[config.mk]
export PLATFORM = sky130hd
export DESIGN_NAME = c_source_line_classifier_core_flat
export DESIGN_NICKNAME = d
export VERILOG_FILES = /design/src/slc_pkg.sv /design/src/slc_text_if.sv /design/src/slc_tally_if.sv /design/src/slc_scanner.sv /design/src/slc_counters.sv /design/src/c_source_line_classifier_core.sv /design/src/flat_wrapper.sv
export SDC_FILE = /design/constraint.sdc
export NUM_CORES = 1
export LEC_CHECK = 0
export ABC_AREA = 1
export ABC_CLOCK_PERIOD_IN_PS = 4450
export BUFFER_PORTS_ARGS = -buffer_cell sky130_fd_sc_hd__buf_2
export CORE_MARGIN = 1.5
export CORE_UTILIZATION = 51
export DETAILED_ROUTE_END_ITERATION = 10
export PLACE_DENSITY = 0.71
export SLEW_MARGIN = 40
export SYNTH_ARGS = -nofsm -noshare
export SYNTH_HDL_FRONTEND = slang
export SYNTH_HIERARCHICAL = 1
export SYNTH_SLANG_ARGS = --single-unit
[constraint.sdc]
create_clock -name clk -period 4.45 [get_ports clk]
set_clock_uncertainty 0.1 [all_clocks]
set_input_delay 0.445 -clock clk [delete_from_list [all_inputs] [get_ports clk]]
set_output_delay 0.445 -clock clk [all_outputs]
set_load 0.1 [all_outputs]
[src/slc_pkg.sv]
// shared types and constants of the source line classifier
`default_nettype none
package slc_pkg;

    localparam int COUNT_WIDTH = 32;
    localparam int FIELD_WIDTH = 32;

    localparam logic OP_TEXT = 1'b0;
    localparam logic OP_EOF  = 1'b1;

    localparam logic [7:0] CH_QUOTE  = 8'h22;
    localparam logic [7:0] CH_BSLASH = 8'h5c;
    localparam logic [7:0] CH_SLASH  = 8'h2f;
    localparam logic [7:0] CH_STAR   = 8'h2a;
    localparam logic [7:0] CH_CR     = 8'h0d;
    localparam logic [7:0] CH_LF     = 8'h0a;
    localparam logic [7:0] CH_TAB    = 8'h09;
    localparam logic [7:0] CH_SPACE  = 8'h20;

    typedef enum logic [1:0] {
        CLASS_CODE    = 2'd0,
        CLASS_BLANK   = 2'd1,
        CLASS_COMMENT = 2'd2
    } line_class_t;

    typedef logic [COUNT_WIDTH-1:0] count_t;

    // what one scanned item produces
    typedef struct packed {
        logic        fire;
        logic        line_valid;
        line_class_t line_class;
        logic        file_done;
    } slc_event_t;

endpackage
`default_nettype wire

[src/slc_text_if.sv]
// channel carrying source bytes and end-of-file items
`default_nettype none
interface slc_text_if;
    logic       valid;
    logic       ready;
    logic       operation;
    logic [7:0] char_code;

    modport source (output valid, output operation, output char_code, input ready);
    modport sink (input valid, input operation, input char_code, output ready);
endinterface
`default_nettype wire

[src/slc_tally_if.sv]
// channel carrying line classes and running totals
`default_nettype none
interface slc_tally_if;
    logic        valid;
    logic        ready;
    logic        line_valid;
    logic [1:0]  line_class;
    logic [31:0] lines_total;
    logic [31:0] lines_blank;
    logic [31:0] lines_comment;
    logic        file_done;

    modport source (output valid, output line_valid, output line_class,
                    output lines_total, output lines_blank, output lines_comment,
                    output file_done, input ready);
    modport sink (input valid, input line_valid, input line_class,
                  input lines_total, input lines_blank, input lines_comment,
                  input file_done, output ready);
endinterface
`default_nettype wire

[src/slc_scanner.sv]
// per-line scan state: strings, comments, pair lookahead and line close
`default_nettype none
module slc_scanner
    import slc_pkg::*;
(
    input  wire logic       clk,
    input  wire logic       rst_n,
    input  wire logic       step,
    input  wire logic       operation,
    input  wire logic [7:0] char_code,
    output slc_event_t      ev
);

    typedef enum logic [1:0] {
        PEND_NONE  = 2'd0,
        PEND_SLASH = 2'd1,
        PEND_STAR  = 2'd2
    } pend_t;

    logic  block_reg, block_next;
    logic  str_reg, str_next;
    logic  par_reg, par_next;
    logic  stop_reg, stop_next;
    pend_t pend_reg, pend_next;
    logic  nonblank_reg, nonblank_next;
    logic  commented_reg, commented_next;
    logic  open_reg, open_next;
    logic  is_ws;

    function automatic line_class_t classify(input logic nonblank, input logic commented);
        line_class_t cls;
        if (!nonblank)
            cls = CLASS_BLANK;
        else if (commented)
            cls = CLASS_COMMENT;
        else
            cls = CLASS_CODE;
        return cls;
    endfunction

    assign is_ws = (char_code == CH_SPACE) || (char_code == CH_TAB) ||
                   (char_code == CH_CR) || (char_code == CH_LF);

    always_comb
    begin
        block_next     = block_reg;
        str_next       = str_reg;
        par_next       = par_reg;
        stop_next      = stop_reg;
        pend_next      = pend_reg;
        nonblank_next  = nonblank_reg;
        commented_next = commented_reg;
        open_next      = open_reg;
        ev.fire        = 1'b0;
        ev.line_valid  = 1'b0;
        ev.line_class  = CLASS_CODE;
        ev.file_done   = 1'b0;

        if (step)
        begin
            if (operation == OP_EOF)
            begin
                ev.fire       = 1'b1;
                ev.line_valid = open_reg;
                ev.line_class = open_reg ? classify(nonblank_reg, commented_reg) : CLASS_CODE;
                ev.file_done  = 1'b1;
                // end of file also drops an unterminated block comment
                block_next     = 1'b0;
                str_next       = 1'b0;
                par_next       = 1'b0;
                stop_next      = 1'b0;
                pend_next      = PEND_NONE;
                nonblank_next  = 1'b0;
                commented_next = 1'b0;
                open_next      = 1'b0;
            end
            else
            begin
                open_next = 1'b1;
                if (!is_ws)
                    nonblank_next = 1'b1;

                if (!stop_reg)
                begin
                    if (pend_reg == PEND_SLASH)
                    begin
                        pend_next = PEND_NONE;
                        if (char_code == CH_SLASH)
                        begin
                            commented_next = 1'b1;
                            stop_next      = 1'b1;
                        end
                        else if (char_code == CH_STAR)
                        begin
                            block_next     = 1'b1;
                            commented_next = 1'b1;
                        end
                        else
                        begin
                            stop_next = 1'b1;
                        end
                    end
                    else if (pend_reg == PEND_STAR && char_code == CH_SLASH)
                    begin
                        pend_next  = PEND_NONE;
                        block_next = 1'b0;
                    end
                    else
                    begin
                        pend_next = PEND_NONE;
                        if (char_code == CH_CR || char_code == CH_LF)
                        begin
                            stop_next = 1'b1;
                        end
                        else if (char_code == CH_QUOTE)
                        begin
                            if (!par_reg)
                                str_next = !str_reg;
                        end
                        else if (str_reg)
                        begin
                            // skipped inside a string
                            str_next = str_reg;
                        end
                        else if (block_reg)
                        begin
                            commented_next = 1'b1;
                            if (char_code == CH_STAR)
                                pend_next = PEND_STAR;
                        end
                        else if (char_code == CH_SLASH)
                        begin
                            pend_next = PEND_SLASH;
                        end
                        else if (char_code != CH_SPACE && char_code != CH_TAB)
                        begin
                            stop_next = 1'b1;
                        end
                    end
                end

                par_next = (char_code == CH_BSLASH) ? !par_reg : 1'b0;

                if (char_code == CH_LF)
                begin
                    ev.fire        = 1'b1;
                    ev.line_valid  = 1'b1;
                    ev.line_class  = classify(nonblank_next, commented_next);
                    str_next       = 1'b0;
                    par_next       = 1'b0;
                    stop_next      = 1'b0;
                    pend_next      = PEND_NONE;
                    nonblank_next  = 1'b0;
                    commented_next = 1'b0;
                    open_next      = 1'b0;
                end
            end
        end
    end

    always_ff @(posedge clk or negedge rst_n)
    begin
        if (!rst_n)
        begin
            block_reg     <= 1'b0;
            str_reg       <= 1'b0;
            par_reg       <= 1'b0;
            stop_reg      <= 1'b0;
            pend_reg      <= PEND_NONE;
            nonblank_reg  <= 1'b0;
            commented_reg <= 1'b0;
            open_reg      <= 1'b0;
        end
        else
        begin
            block_reg     <= block_next;
            str_reg       <= str_next;
            par_reg       <= par_next;
            stop_reg      <= stop_next;
            pend_reg      <= pend_next;
            nonblank_reg  <= nonblank_next;
            commented_reg <= commented_next;
            open_reg      <= open_next;
        end
    end

endmodule
`default_nettype wire

[src/slc_counters.sv]
// saturating line totals, cleared after each end of file
`default_nettype none
module slc_counters
    import slc_pkg::*;
(
    input  wire logic       clk,
    input  wire logic       rst_n,
    input  slc_event_t      ev,
    output count_t          total_next,
    output count_t          blank_next,
    output count_t          comment_next
);

    count_t total_reg;
    count_t blank_reg;
    count_t comment_reg;

    function automatic count_t sat_inc(input count_t v, input logic inc);
        count_t r;
        if (inc && v != '1)
            r = v + count_t'(1);
        else
            r = v;
        return r;
    endfunction

    assign total_next   = sat_inc(total_reg, ev.fire && ev.line_valid);
    assign blank_next   = sat_inc(blank_reg,
                                  ev.fire && ev.line_valid && ev.line_class == CLASS_BLANK);
    assign comment_next = sat_inc(comment_reg,
                                  ev.fire && ev.line_valid && ev.line_class == CLASS_COMMENT);

    always_ff @(posedge clk or negedge rst_n)
    begin
        if (!rst_n)
        begin
            total_reg   <= '0;
            blank_reg   <= '0;
            comment_reg <= '0;
        end
        else if (ev.fire && ev.file_done)
        begin
            total_reg   <= '0;
            blank_reg   <= '0;
            comment_reg <= '0;
        end
        else
        begin
            total_reg   <= total_next;
            blank_reg   <= blank_next;
            comment_reg <= comment_next;
        end
    end

endmodule
`default_nettype wire

[src/c_source_line_classifier_core.sv]
// top level of the source line classifier
//
//  channel | role | payload
//  --------+------+---------------------------------------------------------------
//  text    | sink | operation, char_code
//  tally   | src  | line_valid, line_class, lines_total, lines_blank, lines_comment,
//          |      | file_done
//
// one item per cycle sustained unless tally stalls; a result is loaded into the result
// register as its item leaves the input register (scan and counter update in one pass)
// only a newline or an end of file produces a result; other bytes update state alone
// a stalled tally holds the result and the input register, and text.ready drops
// only when both are full; reset clears all scan state and the totals
`default_nettype none
module c_source_line_classifier_core
    import slc_pkg::*;
(
    input wire logic  clk,
    input wire logic  rst_n,
    slc_text_if.sink  text,
    slc_tally_if.source tally
);

    logic        stage_valid_reg, stage_valid_next;
    logic        stage_op_reg;
    logic [7:0]  stage_char_reg;
    logic        stage_adv;
    logic        stage_fire;

    logic        res_valid_reg, res_valid_next;
    logic        res_line_valid_reg;
    line_class_t res_class_reg;
    logic [FIELD_WIDTH-1:0] res_total_reg;
    logic [FIELD_WIDTH-1:0] res_blank_reg;
    logic [FIELD_WIDTH-1:0] res_comment_reg;
    logic        res_done_reg;

    slc_event_t  ev;
    count_t      total_next;
    count_t      blank_next;
    count_t      comment_next;

    assign stage_adv  = !res_valid_reg || tally.ready;
    assign stage_fire = stage_valid_reg && stage_adv;
    assign text.ready = !stage_valid_reg || stage_adv;

    slc_scanner u_scanner (
        .clk       (clk),
        .rst_n     (rst_n),
        .step      (stage_fire),
        .operation (stage_op_reg),
        .char_code (stage_char_reg),
        .ev        (ev)
    );

    slc_counters u_counters (
        .clk          (clk),
        .rst_n        (rst_n),
        .ev           (ev),
        .total_next   (total_next),
        .blank_next   (blank_next),
        .comment_next (comment_next)
    );

    always_comb
    begin
        if (text.valid && text.ready)
            stage_valid_next = 1'b1;
        else if (stage_fire)
            stage_valid_next = 1'b0;
        else
            stage_valid_next = stage_valid_reg;

        if (ev.fire)
            res_valid_next = 1'b1;
        else if (tally.ready)
            res_valid_next = 1'b0;
        else
            res_valid_next = res_valid_reg;
    end

    always_ff @(posedge clk or negedge rst_n)
    begin
        if (!rst_n)
        begin
            stage_valid_reg <= 1'b0;
            res_valid_reg   <= 1'b0;
        end
        else
        begin
            stage_valid_reg <= stage_valid_next;
            res_valid_reg   <= res_valid_next;
        end
    end

    always_ff @(posedge clk)
    begin
        if (text.valid && text.ready)
        begin
            stage_op_reg   <= text.operation;
            stage_char_reg <= text.char_code;
        end
        if (ev.fire)
        begin
            res_line_valid_reg <= ev.line_valid;
            res_class_reg      <= ev.line_class;
            res_total_reg      <= FIELD_WIDTH'(total_next);
            res_blank_reg      <= FIELD_WIDTH'(blank_next);
            res_comment_reg    <= FIELD_WIDTH'(comment_next);
            res_done_reg       <= ev.file_done;
        end
    end

    assign tally.valid         = res_valid_reg;
    assign tally.line_valid    = res_line_valid_reg;
    assign tally.line_class    = res_class_reg;
    assign tally.lines_total   = res_total_reg;
    assign tally.lines_blank   = res_blank_reg;
    assign tally.lines_comment = res_comment_reg;
    assign tally.file_done     = res_done_reg;

`ifndef ASSERT_OFF
    // text is only throttled when both the input register and the result are full
    a_ready_only_when_full: assert property (@(posedge clk) disable iff (!rst_n)
        !text.ready |-> (stage_valid_reg && res_valid_reg))
        else $error("text throttled while a register is free");

    // a blank total can never run ahead of the line total
    a_blank_within_total: assert property (@(posedge clk) disable iff (!rst_n)
        tally.valid |-> (tally.lines_blank <= tally.lines_total))
        else $error("blank count above line count");

    // a closed blank line always shows up in the blank total
    a_blank_counted: assert property (@(posedge clk) disable iff (!rst_n)
        (tally.valid && tally.line_valid && tally.line_class == CLASS_BLANK)
            |-> (tally.lines_blank != '0))
        else $error("blank line not counted");
`endif

endmodule
`default_nettype wire
[src/flat_wrapper.sv]
// flat-port wrapper written by rule: the top's interface ports become plain ports
module c_source_line_classifier_core_flat import slc_pkg::*;
  (clk, rst_n, text_valid, text_operation, text_char_code, text_ready, tally_valid, tally_line_valid, tally_line_class, tally_lines_total, tally_lines_blank, tally_lines_comment, tally_file_done, tally_ready);
  slc_text_if text_i ();
  slc_tally_if tally_i ();
  input wire logic clk;
  input wire logic rst_n;
  input wire logic [$bits(text_i.valid)-1:0] text_valid;
  input wire logic [$bits(text_i.operation)-1:0] text_operation;
  input wire logic [$bits(text_i.char_code)-1:0] text_char_code;
  output wire logic [$bits(text_i.ready)-1:0] text_ready;
  output wire logic [$bits(tally_i.valid)-1:0] tally_valid;
  output wire logic [$bits(tally_i.line_valid)-1:0] tally_line_valid;
  output wire logic [$bits(tally_i.line_class)-1:0] tally_line_class;
  output wire logic [$bits(tally_i.lines_total)-1:0] tally_lines_total;
  output wire logic [$bits(tally_i.lines_blank)-1:0] tally_lines_blank;
  output wire logic [$bits(tally_i.lines_comment)-1:0] tally_lines_comment;
  output wire logic [$bits(tally_i.file_done)-1:0] tally_file_done;
  input wire logic [$bits(tally_i.ready)-1:0] tally_ready;
  assign text_i.valid = text_valid;
  assign text_i.operation = text_operation;
  assign text_i.char_code = text_char_code;
  assign text_ready = text_i.ready;
  assign tally_valid = tally_i.valid;
  assign tally_line_valid = tally_i.line_valid;
  assign tally_line_class = tally_i.line_class;
  assign tally_lines_total = tally_i.lines_total;
  assign tally_lines_blank = tally_i.lines_blank;
  assign tally_lines_comment = tally_i.lines_comment;
  assign tally_file_done = tally_i.file_done;
  assign tally_i.ready = tally_ready;
  c_source_line_classifier_core u_core (.clk(clk), .rst_n(rst_n), .text(text_i), .tally(tally_i));
endmodule
Word level (Yosys, flattened, before mapping)
Index checks and enable logic that the tools add are counted.

operators by class
  add/subtract/negate cells = 3
  equal/unequal tests = 25
  muxes and demuxes = 80
  reduce and logical (&&, ||, !) cells = 28

operators by type and width
  kind                   count
  $mux 32                6
  $add 32x1->32 const B  3
  $ne 32x32->1 const B   3
  $mux 1                 56
  $eq 8x6->1 const B     4
  $mux 2                 15
  $eq 8x4->1 const B     3
  $ne 3x1->1 const B     5
  $logic_and 1x1->1      11
  $eq 8x7->1 const B     1
  $mux 4                 2
  $ne 8x4->1 const B     1
  $ne 8x6->1 const B     1
  $reduce_and 7->1       1
  $logic_or 1x1->1       6
  $ne 3x2->1 const B     2
  $reduce_bool 3->1      2
  $mux 5                 1
  $reduce_and 5->1       1
  $eq 2x1->1 const B     2
  $eq 2x2->1 const B     2
  $logic_not 1->1        4
  $reduce_bool 2->1      2
  $ne 2x1->1 const B     1
  $reduce_and 2->1       1

storage, ports and cells
  bits in registers = 216
  input port bits = 13
  output and inout bits = 102
  word-level logic and storage cells = 157

Logic depth before layout (Yosys ltp)
  depth after elaboration = 19
  gate-level depth with buffers = 19
  depth with buffers taken out = 19

By module
Netlist, hierarchy kept.

by module, submodules not included
  module                         times used  cells each  area an instance (µm²)  seq. area each (µm²)
  slc_counters                   1           1,105       6,796.5                 2,402.3
  c_source_line_classifier_core  1           119         3,368.2                 3,323.2
  slc_scanner                    1           118         752.0                   225.2

Worst setup path before layout
OpenSTA, ideal clock, no wires.

  path type = register to register
  start point = register u_core.res_valid_reg, in the netlist u_core/tally.valid
  end point = register u_core.res_blank_reg[11], in the netlist u_core/tally.lines_blank[11], data pin
  setup time = 0.257 ns
  arrival time = 4.771 ns
  data required time = 4.093 ns
  slack = -0.678 ns
  stages on the path, launching flop included = 13
  buffers on the path = 0
  clock period less this slack = 5.128 ns
  path through = dfrtp_1 > a21boi_0 > inv_1 > nor2_4 > inv_2 > nor2_1 > nand2_2 > nor2_4 > nand3b_1 > nor2_2 > nand2_1 > xor2_1 > inv_1

RTL lines
  element                 RTL line                              source
  from (decl)             c_source_line_classifier_core.sv:30   logic res_valid_reg, res_valid_next;
  from (signal assigned)  c_source_line_classifier_core.sv:92   res_valid_reg <= res_valid_next;
  to (signal assigned)    c_source_line_classifier_core.sv:108  res_blank_reg <= FIELD_WIDTH'(blank_next);
  to (decl)               c_source_line_classifier_core.sv:34   logic [FIELD_WIDTH-1:0] res_blank_reg;

==> run summary <==
DETAILED ROUTING
-------------------------------------------------------------------------------------------
Total wire length ............................................................     25080 um
DRC ..........................................................................            0
Total number of vias .........................................................         9115
ANT nets after route .........................................................            0
Detailed-routing iteration count for the pre-antenna-repair pass .............            5
Routed len/inst ..............................................................     14.21 um
Post-DR vias/cell ............................................................        5.164
Number of design-rule violations left by the first detailed-router iteration .          675

LAYOUT
-------------------------------------------------------------------------------------------
Nets@finish ..................................................................         1488
Layout Cells excl Fill .......................................................         1765
Number of antenna repair diodes ..............................................            0
Fraction of final layout cells with drive strength greater than 1 ............       13.49%
Layout fillers ...............................................................         1865
Area growth syn-to-layout ....................................................       15.99%
Final instance area .......................................................... 0.01266 sq mm

TIMING
-------------------------------------------------------------------------------------------
Max Fclk .....................................................................    306.7 MHz
Post-layout worst setup margin ...............................................      1189 ps
Tightest Pin Transition ......................................................     782.9 ps
Tcrit/Tclk final .............................................................       73.28%
Final critical delay including setup and external delays .....................      3261 ps
Max-slew violation total from the final report ...............................            0
Worst rel slew slack .........................................................       47.65%
RSZ-0062 raised after global routing .........................................        false
Fin Setup TNS ................................................................         0 ps
Final Setup Violations .......................................................            0
Number of failing hold endpoints at the final stage ..........................            0

WORST HOLD PATH
-------------------------------------------------------------------------------------------
Hold Crit Depth ..............................................................            1
Worst Hold Launch ............................................................ text_operation
Sink of the worst hold path .................................................. u_core/stage_op_reg$_DFFE_PP_
Min-Delay Path Class .........................................................    in -> reg

CRITICAL PATH
-------------------------------------------------------------------------------------------
Crit path buf inv count ......................................................            3
Ordered list of cells on the worst path ...................................... a21boi_4 -> inv_1 -> nor2_4 -> buf_4 -> nand2_2 -> nor2_4 -> nand3b_1 -> nor2_2 -> nand4_1 -> nand2_1 -> inv_1
Required time of the critical path ...........................................      4620 ps
Origin of the critical flop-to-flop path ..................................... u_core/tally.valid$_DFFE_PN0P_
Critical Path AT .............................................................      3430 ps
Setup CP Type ................................................................   reg -> reg
Element type at the critical path end ........................................         flop
Cell type group with the largest total delay on the critical path ............ simple AND/OR/NAND/NOR gates
FF-to-FF setup slack .........................................................      1190 ps
Slowest library cell on the worst path ....................................... sky130_fd_sc_hd__dfrtp_4
Reg2Reg Capture Point ........................................................ u_core/tally.lines_blank[21]$_DFFE_PP_
Startpoint class of the critical path ........................................         flop
Critical Path Fanout Max .....................................................           29
Slowest stage delay, CP ......................................................       500 ps
Length in cells of the worst reg-to-reg path .................................           11

GLOBAL ROUTE
-------------------------------------------------------------------------------------------
Global-route wire length before repair .......................................     41220 um
Vias in the first global route ...............................................         8430
Number of antenna violations at the first check in global routing ............            0
Aggregate global-route resource usage ........................................       23.14%
Grt total ovfl ...............................................................            0
Largest net degree at the start of global routing ............................           97

SYNTH
-------------------------------------------------------------------------------------------
Cell taking the most area after synthesis .................................... sky130_fd_sc_hd__edfxtp_1
Dominant cells by area after synthesis ....................................... sky130_fd_sc_hd__edfxtp_1 30%, sky130_fd_sc_hd__dfrtp_1 25%, sky130_fd_sc_hd__nand2_1 14%
Sequential share of the synthesized area .....................................       54.51%
Area of the mapped netlist ................................................... 0.01092 sq mm
Proportion of netlist area held by the largest area contributor ..............       29.98%
Number of flops mapped to enable cells by yosys ..............................          109
Post-synthesis sequential element count ......................................          216
Library cells used by synthesis ..............................................           39
Number of instances in the synthesized netlist ...............................         1342
Post-synthesis area per instance .............................................  8.135 sq um
Most frequent cell after synthesis ........................................... sky130_fd_sc_hd__nand2_1
YS warnings ..................................................................            6
FFs w/ async S/R, synth ......................................................       49.54%
Most numerous cell types in the synthesized netlist .......................... 417 x sky130_fd_sc_hd__nand2_1, 218 x sky130_fd_sc_hd__nor2_1, 175 x sky130_fd_sc_hd__inv_1, 109 x sky130_fd_sc_hd__edfxtp_1, 107 x sky130_fd_sc_hd__dfrtp_1
Most instantiated flip-flop cell in the synthesis netlist .................... sky130_fd_sc_hd__edfxtp_1
Post-Synthesis Net Count .....................................................         1358

STATUS
-------------------------------------------------------------------------------------------
Status ....................................................................... finished, final reports clean

POWER AND IR DROP
-------------------------------------------------------------------------------------------
Clk network pwr share ........................................................        38.5%
Comb power frac ..............................................................        15.0%
Static Leak ..................................................................     6.139 nW
Sequential Power Share .......................................................        46.5%
Fraction of power spent switching nets .......................................       30.55%
Int Pwr ......................................................................     3.548 mW
Switching power ..............................................................     1.561 mW
Power per cell area .......................................................... 403.5 mW/mm^2
Largest voltage drop on the vdd net ..........................................    0.2733 mV

CLOCKING
-------------------------------------------------------------------------------------------
Number of post-CTS setup repair buffers ......................................            0
CTS tree .....................................................................          yes
Number of buffers on the longest clock path ..................................            3
Worst skew pair latency ......................................................       520 ps
Number of clock sinks ........................................................          216
Root buffer cell ............................................................. sky130_fd_sc_hd__clkbuf_16
Total number of H-tree levels ................................................            1
Clock-pin transition on the worst setup and hold timing paths ................        60 ps
Number of buffers created by CTS .............................................           24

PLACE
-------------------------------------------------------------------------------------------
Total placed instance area ................................................... 0.01181 sq mm
DP HPWL ......................................................................     17650 um
Worst slack after detailed placement .........................................      1138 ps
Final weighted congestion in routability-driven placement ....................       0.9634
Cells after DPL ..............................................................         1715
Number of I/O port buffers ...................................................          114

FLOORPLANNING
-------------------------------------------------------------------------------------------
Initial core utilization .....................................................       51.93%
Vertical extent of the die ...................................................     149.3 um
Std cell rows ................................................................           53
Std-Cell Core Area ........................................................... 0.02102 sq mm
Boundary Pins ................................................................          115
Die Area ..................................................................... 0.02229 sq mm
Floorplan die width ..........................................................     149.3 um

FLOW RUN
-------------------------------------------------------------------------------------------
Max-cap check violation count ................................................            0

-- worst reg2reg max path, cell delays in order, from the launching register on --
cell and delay (ps):
sky130_fd_sc_hd__dfrtp_4 500, sky130_fd_sc_hd__a21boi_4 250, sky130_fd_sc_hd__inv_1 190, sky130_fd_sc_hd__nor2_4 130
sky130_fd_sc_hd__buf_4 370, sky130_fd_sc_hd__nand2_2 260, sky130_fd_sc_hd__nor2_4 260, sky130_fd_sc_hd__nand3b_1 260
sky130_fd_sc_hd__nor2_2 390, sky130_fd_sc_hd__nand4_1 150, sky130_fd_sc_hd__nand2_1 120, sky130_fd_sc_hd__inv_1 50
-- cell usage in the layout, fill, tap and decap left out, types with 2 or more instances in the layout --
| master | count |
|---|---|
| sky130_fd_sc_hd__inv_2 | 4 |
| sky130_fd_sc_hd__buf_2 | 113 |
| sky130_fd_sc_hd__buf_4 | 6 |
| sky130_fd_sc_hd__nand2_1 | 417 |
| sky130_fd_sc_hd__clkinvlp_4 | 3 |
| sky130_fd_sc_hd__a21oi_1 | 44 |
| sky130_fd_sc_hd__nor3_1 | 16 |
| sky130_fd_sc_hd__nand3b_1 | 12 |
| sky130_fd_sc_hd__nand4_1 | 37 |
| sky130_fd_sc_hd__a21oi_2 | 3 |
| sky130_fd_sc_hd__dlygate4sd3_1 | 6 |
| sky130_fd_sc_hd__ha_1 | 3 |
| sky130_fd_sc_hd__clkinv_2 | 8 |
| sky130_fd_sc_hd__nand2_4 | 2 |
| sky130_fd_sc_hd__nor4_1 | 2 |
| sky130_fd_sc_hd__clkbuf_16 | 25 |
| sky130_fd_sc_hd__nor2_2 | 7 |
| sky130_fd_sc_hd__bufinv_16 | 2 |
| sky130_fd_sc_hd__nand2_2 | 7 |
| sky130_fd_sc_hd__xnor2_1 | 13 |
| sky130_fd_sc_hd__nor2_4 | 6 |
| sky130_fd_sc_hd__a31oi_1 | 2 |
| sky130_fd_sc_hd__a21o_1 | 6 |
| sky130_fd_sc_hd__nor2_1 | 218 |
| sky130_fd_sc_hd__dfrtp_1 | 106 |
| sky130_fd_sc_hd__clkinv_1 | 2 |
| sky130_fd_sc_hd__xor2_1 | 13 |
| sky130_fd_sc_hd__o21ai_0 | 7 |
| sky130_fd_sc_hd__inv_1 | 175 |
| sky130_fd_sc_hd__edfxtp_1 | 109 |
| sky130_fd_sc_hd__buf_6 | 2 |
| sky130_fd_sc_hd__nand3_1 | 97 |
-- area by class of cell --
| cell class | count | area (sq um) | share of cell area [%] |
|---|---|---|---|
| clock buffers | 27 | 643.1 | 5.079 |
| multi-input cells | 924 | 4208 | 33.23 |
| repair buffers | 127 | 693.2 | 5.474 |
| clock inverters | 17 | 147.6 | 1.166 |
| inverters | 179 | 671.9 | 5.306 |
| flip-flops and latches | 216 | 5954 | 47.03 |
| well taps | 275 | 344.1 | 2.717 |
-- routing by layer --
layer	up-vias	track usage (%)	part of all wire, %
met5	-	0	0
met4	0	7.079	2.6
met3	48	2.813	5.4
met2	293	37.59	46
met1	4229	32.55	46
li1	4545	-	-
-- worst max path at each step --
| stage | from | end | slack (ps) | depth (start not counted) |
|---|---|---|---|---|
| after floorplan | u_core/tally.valid$_DFFE_PN0P_ | u_core/tally.lines_total[24]$_DFFE_PP_ | 50 | 12 |
| after global placement | tally_ready | u_core/tally.lines_blank[16]$_DFFE_PP_ | 1280 | 13 |
| after detailed placement | tally_ready | u_core/tally.lines_blank[21]$_DFFE_PP_ | 1140 | 13 |
| after CTS | u_core/tally.valid$_DFFE_PN0P_ | u_core/tally.lines_blank[16]$_DFFE_PP_ | 1220 | 11 |
| after global routing | u_core/stage_char_reg[7]$_DFFE_PP_ | u_core/tally.lines_blank[16]$_DFFE_PP_ | 960 | 13 |
| final | u_core/tally.valid$_DFFE_PN0P_ | u_core/tally.lines_blank[21]$_DFFE_PP_ | 1190 | 11 |
-- repair_timing --
| action | 4_1_cts | 5_1_grt |
|---|---|---|
| endpoints found under the hold margin | 31 | 0 |
| gates resized for setup | 0 | 0 |
| hold buffers | 6 | 0 |
-- kinds of logic after synthesis --
kind of cell | count (synthesis) | synth area share, %
simple gates | 828 | 32.42
flops | 216 | 54.51
buf+inv | 202 | 7.129
compound gates | 67 | 3.507
xor+xnor | 26 | 2.086
fa+ha+maj | 3 | 0.3439
-- stage by stage --
stage	utilization, %	hold WS [ps]	power, mW
2_1_floorplan	-	49.41	3.012
3_3_place_gp	56.13	295.3	3.164
3_5_place_dp	56.17	297.1	3.177
4_1_cts	60.22	3.150	5.156
5_1_grt	60.23	1.147	5.299
6_report	60.23	24.47	5.109
-- power by group through the flow --
| stage | clock, mW | sequential [mW] | combinational (mW) |
|---|---|---|---|
| after floorplan | 0 | 2.80 | 0.210 |
| after global placement | 0 | 2.41 | 0.754 |
| after detailed placement | 0 | 2.41 | 0.767 |
| after CTS | 2.01 | 2.38 | 0.771 |
| after global routing | 2.09 | 2.39 | 0.822 |
| final | 1.97 | 2.38 | 0.765 |
Note: power is estimated with default switching activity, not from simulation.
